`config.mk`:
```
export PLATFORM = sky130hd
export DESIGN_NAME = lcd_decimal_number_writer_core
export DESIGN_NICKNAME = d
export VERILOG_FILES = /design/src/sv/ldnw_pkg.sv /design/src/sv/ldnw_front.sv /design/src/sv/ldnw_queue.sv /design/src/sv/ldnw_back.sv /design/src/sv/lcd_decimal_number_writer_core.sv
export SDC_FILE = /design/constraint.sdc
export NUM_CORES = 1
export LEC_CHECK = 0
export ABC_AREA = 1
export ABC_CLOCK_PERIOD_IN_PS = 3900
export CORE_MARGIN = 1.5
export CORE_UTILIZATION = 46
export DETAILED_ROUTE_END_ITERATION = 8
export DONT_BUFFER_PORTS = 1
export SETUP_SLACK_MARGIN = 0.2
export SLEW_MARGIN = 20
export SYNTH_ARGS = -nofsm -noshare
export SYNTH_HDL_FRONTEND = slang
export SYNTH_SLANG_ARGS = --single-unit
```
`constraint.sdc`:
```
create_clock -name clk -period 3.9 [get_ports clk]
set_clock_uncertainty 0.1 [all_clocks]
set_input_delay 0.39 -clock clk [delete_from_list [all_inputs] [get_ports clk]]
set_output_delay 0.39 -clock clk [all_outputs]
set_load 0.02 [all_outputs]
```
`src/sv/ldnw_pkg.sv`:
```
`default_nettype none

package ldnw_pkg;

  // Widths fixed by the request format.
  localparam int ROW_W    = 2;
  localparam int COLUMN_W = 6;
  localparam int NUMBER_W = 16;
  localparam int COUNT_W  = 3;
  localparam int NIBBLE_W = 4;
  localparam int BYTE_W   = 8;

  localparam int DEFAULT_MAX_DIGITS = 5;
  localparam int QUEUE_DEPTH        = 2;

  // Row codes that carry a cursor command.
  localparam logic [ROW_W-1:0] ROW_FIRST  = 2'd1;
  localparam logic [ROW_W-1:0] ROW_SECOND = 2'd2;

  // Set DDRAM address commands for the two display lines.
  localparam logic [BYTE_W-1:0] CMD_LINE_FIRST  = 8'h80;
  localparam logic [BYTE_W-1:0] CMD_LINE_SECOND = 8'hC0;
  localparam logic [BYTE_W-1:0] ASCII_ZERO      = 8'h30;

  // Register select levels on the LCD bus.
  localparam logic RS_COMMAND = 1'b0;
  localparam logic RS_DATA    = 1'b1;

  // Classified request handed from the front end to the sequencer.
  typedef struct packed {
    logic                has_cmd;
    logic [BYTE_W-1:0]   cmd;
    logic [COUNT_W-1:0]  count;
  } job_ctrl_t;

  typedef enum logic [1:0] {
    FRONT_IDLE,
    FRONT_CONVERT,
    FRONT_PUSH
  } front_state_t;

  typedef enum logic {
    BACK_IDLE,
    BACK_RUN
  } back_state_t;

endpackage

`default_nettype wire

```
`src/sv/ldnw_front.sv`:
```
`default_nettype none

module ldnw_front #(
  parameter int MAX_DIGITS = ldnw_pkg::DEFAULT_MAX_DIGITS
) (
  input  wire logic                              clk,
  input  wire logic                              rst,
  input  wire logic                              in_valid,
  output logic                                   in_ready,
  input  wire logic [ldnw_pkg::ROW_W-1:0]        row,
  input  wire logic [ldnw_pkg::COLUMN_W-1:0]     column,
  input  wire logic [ldnw_pkg::NUMBER_W-1:0]     number,
  input  wire logic [ldnw_pkg::COUNT_W-1:0]      digit_count,
  output logic                                   push_valid,
  input  wire logic                              push_ready,
  output ldnw_pkg::job_ctrl_t                    push_ctrl,
  output logic [4*MAX_DIGITS-1:0]                push_bcd
);
  import ldnw_pkg::*;

  localparam int BCD_W = 4 * MAX_DIGITS;
  localparam int CNT_W = $clog2(NUMBER_W);

  front_state_t          state, state_next;
  logic [CNT_W-1:0]      bit_cnt;
  logic [NUMBER_W-1:0]   bin_shift;
  logic [BCD_W-1:0]      bcd;
  logic [BCD_W-1:0]      bcd_adj;
  job_ctrl_t             job;
  job_ctrl_t             job_in;
  logic                  accept;
  logic                  nothing;

  assign accept = in_valid && in_ready;

  always_comb begin
    job_in.has_cmd = (row == ROW_FIRST) || (row == ROW_SECOND);
    job_in.cmd     = ((row == ROW_FIRST) ? CMD_LINE_FIRST : CMD_LINE_SECOND)
                     + {{(BYTE_W-COLUMN_W){1'b0}}, column};
    job_in.count   = (digit_count > COUNT_W'(MAX_DIGITS)) ? COUNT_W'(MAX_DIGITS)
                                                          : digit_count;
  end

  assign nothing = !job_in.has_cmd && (job_in.count == '0);

  // Add three to every digit of five or more before the shift.
  always_comb begin
    for (int i = 0; i < MAX_DIGITS; i++) begin
      bcd_adj[4*i +: 4] = (bcd[4*i +: 4] > 4'd4) ? bcd[4*i +: 4] + 4'd3
                                                 : bcd[4*i +: 4];
    end
  end

  always_comb begin
    state_next = state;
    case (state)
      FRONT_IDLE: begin
        if (accept && !nothing) begin
          state_next = (job_in.count == '0) ? FRONT_PUSH : FRONT_CONVERT;
        end
      end
      FRONT_CONVERT: begin
        if (bit_cnt == CNT_W'(NUMBER_W - 1)) begin
          state_next = FRONT_PUSH;
        end
      end
      FRONT_PUSH: begin
        if (push_ready) begin
          state_next = FRONT_IDLE;
        end
      end
      default: state_next = FRONT_IDLE;
    endcase
  end

  always_comb begin
    in_ready   = (state == FRONT_IDLE);
    push_valid = (state == FRONT_PUSH);
    push_ctrl  = job;
    push_bcd   = bcd;
  end

  always_ff @(posedge clk) begin
    if (rst) begin
      state <= FRONT_IDLE;
    end else begin
      state <= state_next;
    end
  end

  always_ff @(posedge clk) begin
    if (state == FRONT_IDLE) begin
      if (accept) begin
        job       <= job_in;
        bin_shift <= number;
        bcd       <= '0;
        bit_cnt   <= '0;
      end
    end else if (state == FRONT_CONVERT) begin
      bcd       <= {bcd_adj[BCD_W-2:0], bin_shift[NUMBER_W-1]};
      bin_shift <= {bin_shift[NUMBER_W-2:0], 1'b0};
      bit_cnt   <= bit_cnt + CNT_W'(1);
    end
  end

endmodule

`default_nettype wire

```
`src/sv/ldnw_queue.sv`:
```
`default_nettype none

module ldnw_queue #(
  parameter int WIDTH = 8,
  parameter int DEPTH = ldnw_pkg::QUEUE_DEPTH
) (
  input  wire logic             clk,
  input  wire logic             rst,
  input  wire logic             wr_valid,
  output logic                  wr_ready,
  input  wire logic [WIDTH-1:0] wr_data,
  output logic                  rd_valid,
  input  wire logic             rd_ready,
  output logic [WIDTH-1:0]      rd_data
);

  localparam int PTR_W = (DEPTH > 1) ? $clog2(DEPTH) : 1;
  localparam int FILL_W = $clog2(DEPTH + 1);

  logic [WIDTH-1:0]  slots [DEPTH];
  logic [PTR_W-1:0]  wr_ptr;
  logic [PTR_W-1:0]  rd_ptr;
  logic [FILL_W-1:0] fill;
  logic              do_wr;
  logic              do_rd;

  assign wr_ready = (fill != FILL_W'(DEPTH));
  assign rd_valid = (fill != '0);
  assign rd_data  = slots[rd_ptr];
  assign do_wr    = wr_valid && wr_ready;
  assign do_rd    = rd_valid && rd_ready;

  always_ff @(posedge clk) begin
    if (rst) begin
      wr_ptr <= '0;
      rd_ptr <= '0;
      fill   <= '0;
    end else begin
      if (do_wr) begin
        wr_ptr <= (wr_ptr == PTR_W'(DEPTH - 1)) ? '0 : wr_ptr + PTR_W'(1);
      end
      if (do_rd) begin
        rd_ptr <= (rd_ptr == PTR_W'(DEPTH - 1)) ? '0 : rd_ptr + PTR_W'(1);
      end
      if (do_wr && !do_rd) begin
        fill <= fill + FILL_W'(1);
      end else if (do_rd && !do_wr) begin
        fill <= fill - FILL_W'(1);
      end
    end
  end

  always_ff @(posedge clk) begin
    if (do_wr) begin
      slots[wr_ptr] <= wr_data;
    end
  end

endmodule

`default_nettype wire

```
`src/sv/ldnw_back.sv`:
```
`default_nettype none

module ldnw_back #(
  parameter int MAX_DIGITS = ldnw_pkg::DEFAULT_MAX_DIGITS
) (
  input  wire logic                          clk,
  input  wire logic                          rst,
  input  wire logic                          pop_valid,
  output logic                               pop_ready,
  input  wire ldnw_pkg::job_ctrl_t           pop_ctrl,
  input  wire logic [4*MAX_DIGITS-1:0]       pop_bcd,
  output logic                               out_valid,
  input  wire logic                          out_ready,
  output logic                               out_rs,
  output logic [ldnw_pkg::NIBBLE_W-1:0]      out_nibble,
  output logic                               out_last
);
  import ldnw_pkg::*;

  localparam int BCD_W  = 4 * MAX_DIGITS;
  localparam int SLOT_W = $clog2(2 * MAX_DIGITS + 2);

  back_state_t          state, state_next;
  job_ctrl_t            job;
  logic [BCD_W-1:0]     bcd;
  logic [SLOT_W-1:0]    slot;
  logic [SLOT_W-1:0]    last_slot;
  logic                 load_out;
  logic [COUNT_W-1:0]   digit_k;
  logic [COUNT_W-1:0]   digit_pos;
  logic [NIBBLE_W-1:0]  digit;
  logic [BYTE_W-1:0]    char_byte;
  logic                 nib_rs;
  logic [NIBBLE_W-1:0]  nib_val;

  assign load_out = (state == BACK_RUN) && (!out_valid || out_ready);

  // Slots 0 and 1 are the command byte, then two slots per digit.
  always_comb begin
    digit_k   = COUNT_W'((slot - SLOT_W'(2)) >> 1);
    digit_pos = job.count - COUNT_W'(1) - digit_k;
    digit     = '0;
    for (int i = 0; i < MAX_DIGITS; i++) begin
      if (digit_pos == COUNT_W'(i)) begin
        digit = bcd[4*i +: 4];
      end
    end
    char_byte = ASCII_ZERO + {{(BYTE_W-NIBBLE_W){1'b0}}, digit};
    if (slot < SLOT_W'(2)) begin
      nib_rs  = RS_COMMAND;
      nib_val = slot[0] ? job.cmd[NIBBLE_W-1:0] : job.cmd[BYTE_W-1:NIBBLE_W];
    end else begin
      nib_rs  = RS_DATA;
      nib_val = slot[0] ? char_byte[NIBBLE_W-1:0] : char_byte[BYTE_W-1:NIBBLE_W];
    end
  end

  always_comb begin
    state_next = state;
    case (state)
      BACK_IDLE: begin
        if (pop_valid) begin
          state_next = BACK_RUN;
        end
      end
      BACK_RUN: begin
        if (load_out && (slot == last_slot)) begin
          state_next = BACK_IDLE;
        end
      end
      default: state_next = BACK_IDLE;
    endcase
  end

  always_comb begin
    pop_ready = (state == BACK_IDLE);
  end

  always_ff @(posedge clk) begin
    if (rst) begin
      state     <= BACK_IDLE;
      out_valid <= 1'b0;
    end else begin
      state <= state_next;
      if (load_out) begin
        out_valid <= 1'b1;
      end else if (out_ready) begin
        out_valid <= 1'b0;
      end
    end
  end

  always_ff @(posedge clk) begin
    if (pop_valid && pop_ready) begin
      job       <= pop_ctrl;
      bcd       <= pop_bcd;
      slot      <= pop_ctrl.has_cmd ? SLOT_W'(0) : SLOT_W'(2);
      last_slot <= SLOT_W'({pop_ctrl.count, 1'b1});
    end else if (load_out) begin
      slot <= slot + SLOT_W'(1);
    end
    if (load_out) begin
      out_rs     <= nib_rs;
      out_nibble <= nib_val;
      out_last   <= (slot == last_slot);
    end
  end

endmodule

`default_nettype wire

```
`src/sv/lcd_decimal_number_writer_core.sv`:
```
`default_nettype none

// Channel   Dir  Beat contents
// --------  ---  ------------------------------------------------------------
// s_*       in   one request: row, column, number, digit count
// m_*       out  one LCD bus nibble: nibble in tdata, register select in tuser,
//                tlast on the final nibble of a request
//
// The front end takes a request and, when digits are wanted, runs the number
// through a shift-and-add-three binary to decimal converter, one bit of the
// number per cycle; it then hands the job to a two-entry queue and takes no
// new request until the queue has taken it. The back end sequencer sends one
// nibble per cycle while m_tready holds, up to twelve per request, from a
// registered output stage. Reset clears the state machines, queue and output
// valid. Either side may stall on its own: the queue absorbs the difference,
// and a request that sends nothing gives no beat on the master side.

module lcd_decimal_number_writer_core #(
  parameter int MAX_DIGITS = ldnw_pkg::DEFAULT_MAX_DIGITS
) (
  input  wire logic        clk,
  input  wire logic        rst,
  input  wire logic        s_tvalid,
  output logic             s_tready,
  // [1:0] row, [7:2] column, [23:8] number, [26:24] digit_count, rest zero
  input  wire logic [31:0] s_tdata,
  output logic             m_tvalid,
  input  wire logic        m_tready,
  // [3:0] nibble, rest zero
  output logic [7:0]       m_tdata,
  // [0] reg_select
  output logic             m_tuser,
  output logic             m_tlast
);
  import ldnw_pkg::*;

  localparam int BCD_W   = 4 * MAX_DIGITS;
  localparam int CTRL_W  = $bits(job_ctrl_t);
  localparam int QUEUE_W = CTRL_W + BCD_W;

  job_ctrl_t           push_ctrl;
  logic [BCD_W-1:0]    push_bcd;
  logic                push_valid;
  logic                push_ready;
  logic [QUEUE_W-1:0]  pop_data;
  logic                pop_valid;
  logic                pop_ready;
  job_ctrl_t           pop_ctrl;
  logic [BCD_W-1:0]    pop_bcd;
  logic [NIBBLE_W-1:0] nibble;

  assign pop_ctrl = job_ctrl_t'(pop_data[QUEUE_W-1:BCD_W]);
  assign pop_bcd  = pop_data[BCD_W-1:0];
  assign m_tdata  = {{(8-NIBBLE_W){1'b0}}, nibble};

  // Classifies each request and converts the number to decimal digits.
  ldnw_front #(
    .MAX_DIGITS (MAX_DIGITS)
  ) u_front (
    .clk         (clk),
    .rst         (rst),
    .in_valid    (s_tvalid),
    .in_ready    (s_tready),
    .row         (s_tdata[1:0]),
    .column      (s_tdata[7:2]),
    .number      (s_tdata[23:8]),
    .digit_count (s_tdata[26:24]),
    .push_valid  (push_valid),
    .push_ready  (push_ready),
    .push_ctrl   (push_ctrl),
    .push_bcd    (push_bcd)
  );

  ldnw_queue #(
    .WIDTH (QUEUE_W),
    .DEPTH (QUEUE_DEPTH)
  ) u_queue (
    .clk      (clk),
    .rst      (rst),
    .wr_valid (push_valid),
    .wr_ready (push_ready),
    .wr_data  ({push_ctrl, push_bcd}),
    .rd_valid (pop_valid),
    .rd_ready (pop_ready),
    .rd_data  (pop_data)
  );

  // Steps through the command and digit bytes, high nibble first.
  ldnw_back #(
    .MAX_DIGITS (MAX_DIGITS)
  ) u_back (
    .clk        (clk),
    .rst        (rst),
    .pop_valid  (pop_valid),
    .pop_ready  (pop_ready),
    .pop_ctrl   (pop_ctrl),
    .pop_bcd    (pop_bcd),
    .out_valid  (m_tvalid),
    .out_ready  (m_tready),
    .out_rs     (m_tuser),
    .out_nibble (nibble),
    .out_last   (m_tlast)
  );

endmodule

`default_nettype wire
```
After elaboration in Yosys (flattened, before gate mapping). Memories as Yosys holds them, arrays and structs flattened. A register that Yosys moved wholly into a read port is not among the register bits. Index checks and enable logic that the tools add are counted.

$add $sub $neg: 16. Multiply operators: 0. Divide/modulo/power cells: 0. Magnitude comparators: 7. Equality and inequality tests: 15. Shift operators: 0. Multiplexer cells: 46. Bitwise logic cells: 1. Reductions and logical operators: 27.

Operator list (number): $mux W4 (17); $mux W20 (3); $mux W16 (3); $gt A4 B3 Y1 const B (5); $add A4 B2 Y4 const B (4); $mux W2 (7); $mux W1 (11); $reduce_bool A2 Y1 (5); $logic_and A1 B1 Y1 (9); $add A4 B1 Y4 const B (2); $add A8 B6 Y8 (1); $ne A2 B2 Y1 const B (4); $add A6 B4 Y7 const A (1); $mux W7 (1); $eq A3 B2 Y1 const B (2); $logic_not A3 Y1 (2); $mux W3 (2); $pmux W2 S3 (1); $logic_not A1 Y1 (5); $eq A2 B1 Y1 const B (2); $eq A2 B2 Y1 const B (2); $eq A4 B4 Y1 (1); $eq A4 B4 Y1 const B (1); $lt A4 B2 Y1 const B (1); other kinds (17) (20).

Flip-flop bits (word level): 101. Bits in latches: 0. RAM bits: 64. Memory bits (read-only): 0. Input bits: 36. Output and inout port bits: 12. Word-level logic and storage cells: 132. Memories kept: 1.

Memories: u_queue.slots (words 2, bits a word 32, rd ports 1, clocked after memory_dff 1, wr ports 1, RTL line ldnw_queue.sv:20) `logic [WIDTH-1:0] slots [DEPTH];`.

Depth between registers and ports, before layout.
Word-level depth: 11. Depth in mapped cells: 14. Gate-level depth less buffers: 13.

Modules after synthesis. From an unflattened synthesis, not the netlist that was laid out.

Cells, all modules: 559. Area, all modules: 7169.4 µm².

Modules (own cells, without submodules): ldnw_queue (times used 1, cells an instance 137, area each 2705.1 µm², sequential area each 2021.9 µm²); ldnw_front (times used 1, cells an instance 246, area each 2526.2 µm², sequential area each 1571.5 µm²); ldnw_back (times used 1, cells an instance 171, area each 1904.3 µm², sequential area each 1271.2 µm²); lcd_decimal_number_writer_core (times used 1, cells an instance 5, area each 33.8 µm², sequential area each 0.0 µm²).

Least setup slack after synthesis. Ideal clock, no wire load.

Kind: input to register. From: input s_tvalid. To: register u_front.bin_shift[0], enable pin. Library setup time: 0.451 ns. Data arrival time: 2.415 ns. Required time: 3.349 ns. Slack: 0.934 ns. Stages on the path: 2. Buffers on the path: 0. Path through: inv_1 > a21oi_1.

Longest elaborated chain between the ends: 3.

RTL lines: start, declared (RTL line lcd_decimal_number_writer_core.sv:23) `input wire logic s_tvalid,`; $logic_and A1 B1 Y1 (RTL line ldnw_front.sv:34) `assign accept = in_valid && in_ready;`; $ne A2 B2 Y1 (no source line); $reduce_and A2 Y1 (no source line); end signal, assigned (RTL line ldnw_front.sv:95) `bin_shift <= number;`; end signal, assigned (RTL line ldnw_front.sv:101) `bin_shift <= {bin_shift[NUMBER_W-2:0], 1'b0};`; end, declared (RTL line ldnw_front.sv:26) `logic [NUMBER_W-1:0] bin_shift;`.

Every way passes these cells. A chain may end at the register's enable or synchronous reset.

Worst setup path after layout.
From: register u_back.slot[2]. To: register u_back.out_nibble[3] (netlist bit) (data pin).

Longest elaborated chain between the ends: 11. Elaborated cells between the ends (all ways): 16. Those cells by class: add/sub: 3; order compare: 1; eq/ne: 4; mux: 7; reduce/logical: 1.

RTL lines: start, declared (RTL line ldnw_back.sv:26) `logic [SLOT_W-1:0] slot;`; start signal, assigned (RTL line ldnw_back.sv:97) `slot <= pop_ctrl.has_cmd ? SLOT_W'(0) : SLOT_W'(2);`; start signal, assigned (RTL line ldnw_back.sv:100) `slot <= slot + SLOT_W'(1);`; $sub A4 B2 Y4 (RTL line ldnw_back.sv:40) `digit_k = COUNT_W'((slot - SLOT_W'(2)) >> 1);`; $sub A3 B3 Y3 (RTL line ldnw_back.sv:41) `digit_pos = job.count - COUNT_W'(1) - digit_k;`; $logic_not A3 Y1 (RTL line ldnw_back.sv:44) `if (digit_pos == COUNT_W'(i)) begin`; $mux W4 (5 in a row) (RTL line ldnw_back.sv:44); $add A6 B4 Y7 (RTL line ldnw_back.sv:48) `char_byte = ASCII_ZERO + {{(BYTE_W-NIBBLE_W){1'b0}}, digit};`; $mux W4 (RTL line ldnw_back.sv:54) `nib_val = slot[0] ? char_byte[NIBBLE_W-1:0] : char_byte[BYTE_W-1:NIBBLE_W];`; $mux W4 * (RTL line ldnw_back.sv:49) `if (slot < SLOT_W'(2)) begin`; net u_back.nib_val[3] (RTL line ldnw_back.sv:34) `logic [NIBBLE_W-1:0] nib_val;`; end signal, assigned (RTL line ldnw_back.sv:104) `out_nibble <= nib_val;`; end, declared (RTL line ldnw_back.sv:15) `output logic [ldnw_pkg::NIBBLE_W-1:0] out_nibble,`.

The timed path passes the listed nets; every way through them passes the cells marked *.

==> impl_metrics.env <==
export IMPL_grt_pass1_wl_mm=18.0
export IMPL_crit_slowest_cell="fa_1"
export IMPL_diodes=0
export IMPL_status="complete, no violations"
export IMPL_critPathKind="reg2reg"
export IMPL_max_stage_delay_ps=590
export IMPL_grt_pass1_vias=3736
export IMPL_fillers=1193
export IMPL_arrival_ps=2580
export IMPL_rrSetupSlack_ps=1380
export IMPL_synthMuxAreaShare_pct=5.13
export IMPL_fin_crit_sh_pct=64.5
export IMPL_r2r_start="u_back.slot[2]$_SDFFCE_PP0P_"
export IMPL_fp_row_count=44
export IMPL_final_min_clock_period_ps=2520
export IMPL_min_path_cells=2
export IMPL_crit_fanout=7
export IMPL_cap_violations=0
export IMPL_end_kind="flip-flop"
export IMPL_design_die_area_um2=15500
export IMPL_p_clk_share_pct=27.8
export IMPL_cp_start_kind="flip-flop"
export IMPL_final_common_cell="edfxtp_1"
export IMPL_stdcell_count=747
export IMPL_r2r_cells=7
export IMPL_htreeDepth=4
export IMPL_drt_iter0_drc=242
export IMPL_root_buffer="clkbuf_16"
export IMPL_drt_total_wl_mm=11.0
export IMPL_grt_setup_unrepaired="no"
export IMPL_ir_worst_vdd_v=0.000373
export IMPL_critPathLaunch="u_back.slot[2]$_SDFFCE_PP0P_"
export IMPL_cp_cell_sequence="inv_1 -> ha_1 -> fa_1 -> nor2_2 -> nand2_4 -> o21ai_0 -> o21ai_1"
export IMPL_ant_nets=0
export IMPL_antenna_found_initial=0
export IMPL_p_per_area_nw_per_um2=778
export IMPL_comb_power_share_pct=26.7
export IMPL_netlist_area_um2=6800
export IMPL_io_pins=48
export IMPL_cts_sinks=162
export IMPL_final_nets=604
export IMPL_clk_path_buf_depth=2
export IMPL_initial_core_util_pct=47.0
export IMPL_synth_simple_area_share_pct=9.66
export IMPL_hold_class="in2reg"
export IMPL_drc=0
export IMPL_core_region_area_um2=14500
export IMPL_cellLeakagePower_uw=0.00292
export IMPL_grtUsageTotal_pct=15.1
export IMPL_syn_area_per_cell_um2=12.9
export IMPL_synth_compound_area_share_pct=6.68
export IMPL_synth_top_family_by_area="simple AND/OR/NAND/NOR gates"
export IMPL_worstPathRequired_ps=3970
export IMPL_die_width_um=125
export IMPL_grt_max_degree=38
export IMPL_max_freq_mhz=398
export IMPL_dieHeight_um=125
export IMPL_viasPerCell=4.99
export IMPL_placedCellCount=707
export IMPL_slew_headroom_pct=31.1
export IMPL_switchingPower_uw=1980
export IMPL_seq_power_share_pct=45.5
export IMPL_ys_seq_elements=162
export IMPL_drive_gt1_share_pct=16.7
export IMPL_vias=3728
export IMPL_numCtsBuffers=17
export IMPL_post_drt_wl_per_cell_um=14.7
export IMPL_rr_endpoint="u_back.out_nibble[3]$_DFFE_PP_"
export IMPL_gp_congestion=0.770
export IMPL_slew_violations=0
export IMPL_firstDrtPassIters=5
export IMPL_most_common_layout_cells="153 x edfxtp_1, 95 x nand2_1, 53 x inv_1, 31 x mux2_2, 31 x o21ai_0"
export IMPL_tightest_slew_ps=1030
export IMPL_synth_seq_area_share_pct=70.2
export IMPL_clkTransAtPathRegs_ps=60
export IMPL_power_uw=5990
export IMPL_io_buffer_count=0
export IMPL_overflow=0
export IMPL_finalSetupTns_ps=0
export IMPL_dp_final_hpwl_mm=7.05
export IMPL_swShare_pct=33.0
export IMPL_clock_latency_ps=420
export IMPL_p_int_uw=4010
export IMPL_synthAdderAreaFrac_pct=3.42
export IMPL_min_to="u_front.bin_shift[8]$_DFFE_PP_"
export IMPL_tritoncts="built"
export IMPL_area_delta_synth_final_pct=13.2
export IMPL_hp_start="s_tdata[16]"
export IMPL_setup_viol=0
export IMPL_yosysUniqueCellTypes=33
export IMPL_netlist_instances=528
export IMPL_hold_viol_final=0
export IMPL_synth_xor_xnor_area_share_pct=0.129
export IMPL_synth_warnings=0
how the worst max path moves through the flow:
stage	end	slack (ps)	cells past startpoint
5_1_grt	u_back.out_nibble[2]$_DFFE_PP_	1220	7
2_1_floorplan	u_front.bin_shift[0]$_SDFFCE_PN0P_	930	2
4_1_cts	u_back.out_nibble[3]$_DFFE_PP_	1400	7
3_3_place_gp	u_back.out_nibble[1]$_DFFE_PP_	1450	9
6_report	u_back.out_nibble[3]$_DFFE_PP_	1380	7
3_5_place_dp	u_back.out_nibble[3]$_DFFE_PP_	1400	7
registers in the layout (all words and copies together), names as in the netlist, named ones only:
name / count
u_back.bcd: 20
u_back.job: 7
u_back.last_slot: 3
u_back.out_last: 1
u_back.out_nibble: 4
u_back.out_rs: 1
u_back.out_valid: 1
u_back.slot: 4
u_back.state: 1
u_front.bin_shift: 16
u_front.bit_cnt: 4
u_front.push_bcd: 20
u_front.push_ctrl: 11
u_front.state: 2
u_queue.fill: 2
u_queue.rd_ptr: 1
u_queue.slots: 62
u_queue.wr_ptr: 1
layer usage:
metal | track usage [%] | up-vias | share of wire, % | routed length, um
met5 | 0 | - | 0 | 0
met4 | 6.83 | 0 | 0.97 | 106
met3 | 4.55 | 9 | 4.7 | 521
met2 | 24.0 | 80 | 48 | 5220
met1 | 19.1 | 1759 | 47 | 5130
li1 | - | 1880 | - | -
critical path, delay by kind of cell (launching register included):
family,cells,cell delay [ps]
and+or+nand+nor,2,490
adders and majority gates,2,840
AOI/OAI and AO/OA,2,260
DFF,1,450
buffers and inverters,1,120
cells in the mapped netlist:
master    number  area share, %
conb_1         1          0.055
nand3_1       16            1.2
fa_1           1           0.29
nand2_2        6           0.55
a21boi_0       2           0.22
nand3_2        1           0.15
o211ai_1       5           0.55
clkinv_1       1          0.055
nand3b_1       1           0.11
dfxtp_1        9            2.6
edfxtp_1     153             68
a21oi_2        2           0.26
nand2_4        1           0.17
inv_2          7           0.39
buf_2          7           0.52
o21ai_2        3           0.39
o21ai_1        6           0.44
nand4_1        2           0.18
nor2_1        33            1.8
nor3_1         1          0.074
a211oi_1       2           0.22
nor2_2         2           0.18
inv_1         53            2.9
a21oi_1       29            2.1
nand2_1       95            5.2
a211oi_2       1           0.18
o21ai_0       31            2.3
xnor2_1        1           0.13
buf_6          1           0.17
clkbuf_1       2           0.11
buf_4          5           0.55
ha_1          17            3.1
mux2_2        31            5.1
what timing repair did:
| item | in CTS | in global routing |
|---|---|---|
| endpoints found under the hold margin | 10 | 0 |
| buffers inserted | 0 | 0 |
| hold buffers | 8 | 0 |
| resized for setup | 0 | 0 |
final cells by class:
class	count	area, um^2	area share (%)
flip-flops and latches	162	4770	62.0
clock buffers	18	429	5.58
well taps	184	230	2.99
clock inverters	14	165	2.15
repair buffers	15	133	1.72
inverters	61	229	2.98
multi-input cells	293	1740	22.5
power by group through the flow:
stage	Clock, uW	Combinational, uW	Sequential, uW
6_report	1660	1600	2730
5_1_grt	1770	1830	2770
4_1_cts	1690	1600	2730
3_5_place_dp	0	1590	2760
3_3_place_gp	0	1540	2750
2_1_floorplan	0	1300	2670
kinds of logic after synthesis:
kind of cell	after synthesis
AO/OA/AOI/OAI	81
XOR/XNOR	1
adder cells (fa/ha/maj)	18
buffers and inverters	76
flip-flops	162
multiplexers	31
other	1
AND/OR/NAND/NOR	158
stage by stage:
step	util, %	hold slack (ps)	cell area (um^2)	worst slack, ps
detailed placement	48.5	334	7020	1400
CTS	53.2	31.2	7700	1400
finish	53.2	55.0	7700	1380
global route	53.2	37.9	7700	1220
floorplan	-	321	6810	934
global placement	48.5	324	7020	1450
Note: power is estimated with default switching activity, not from simulation.
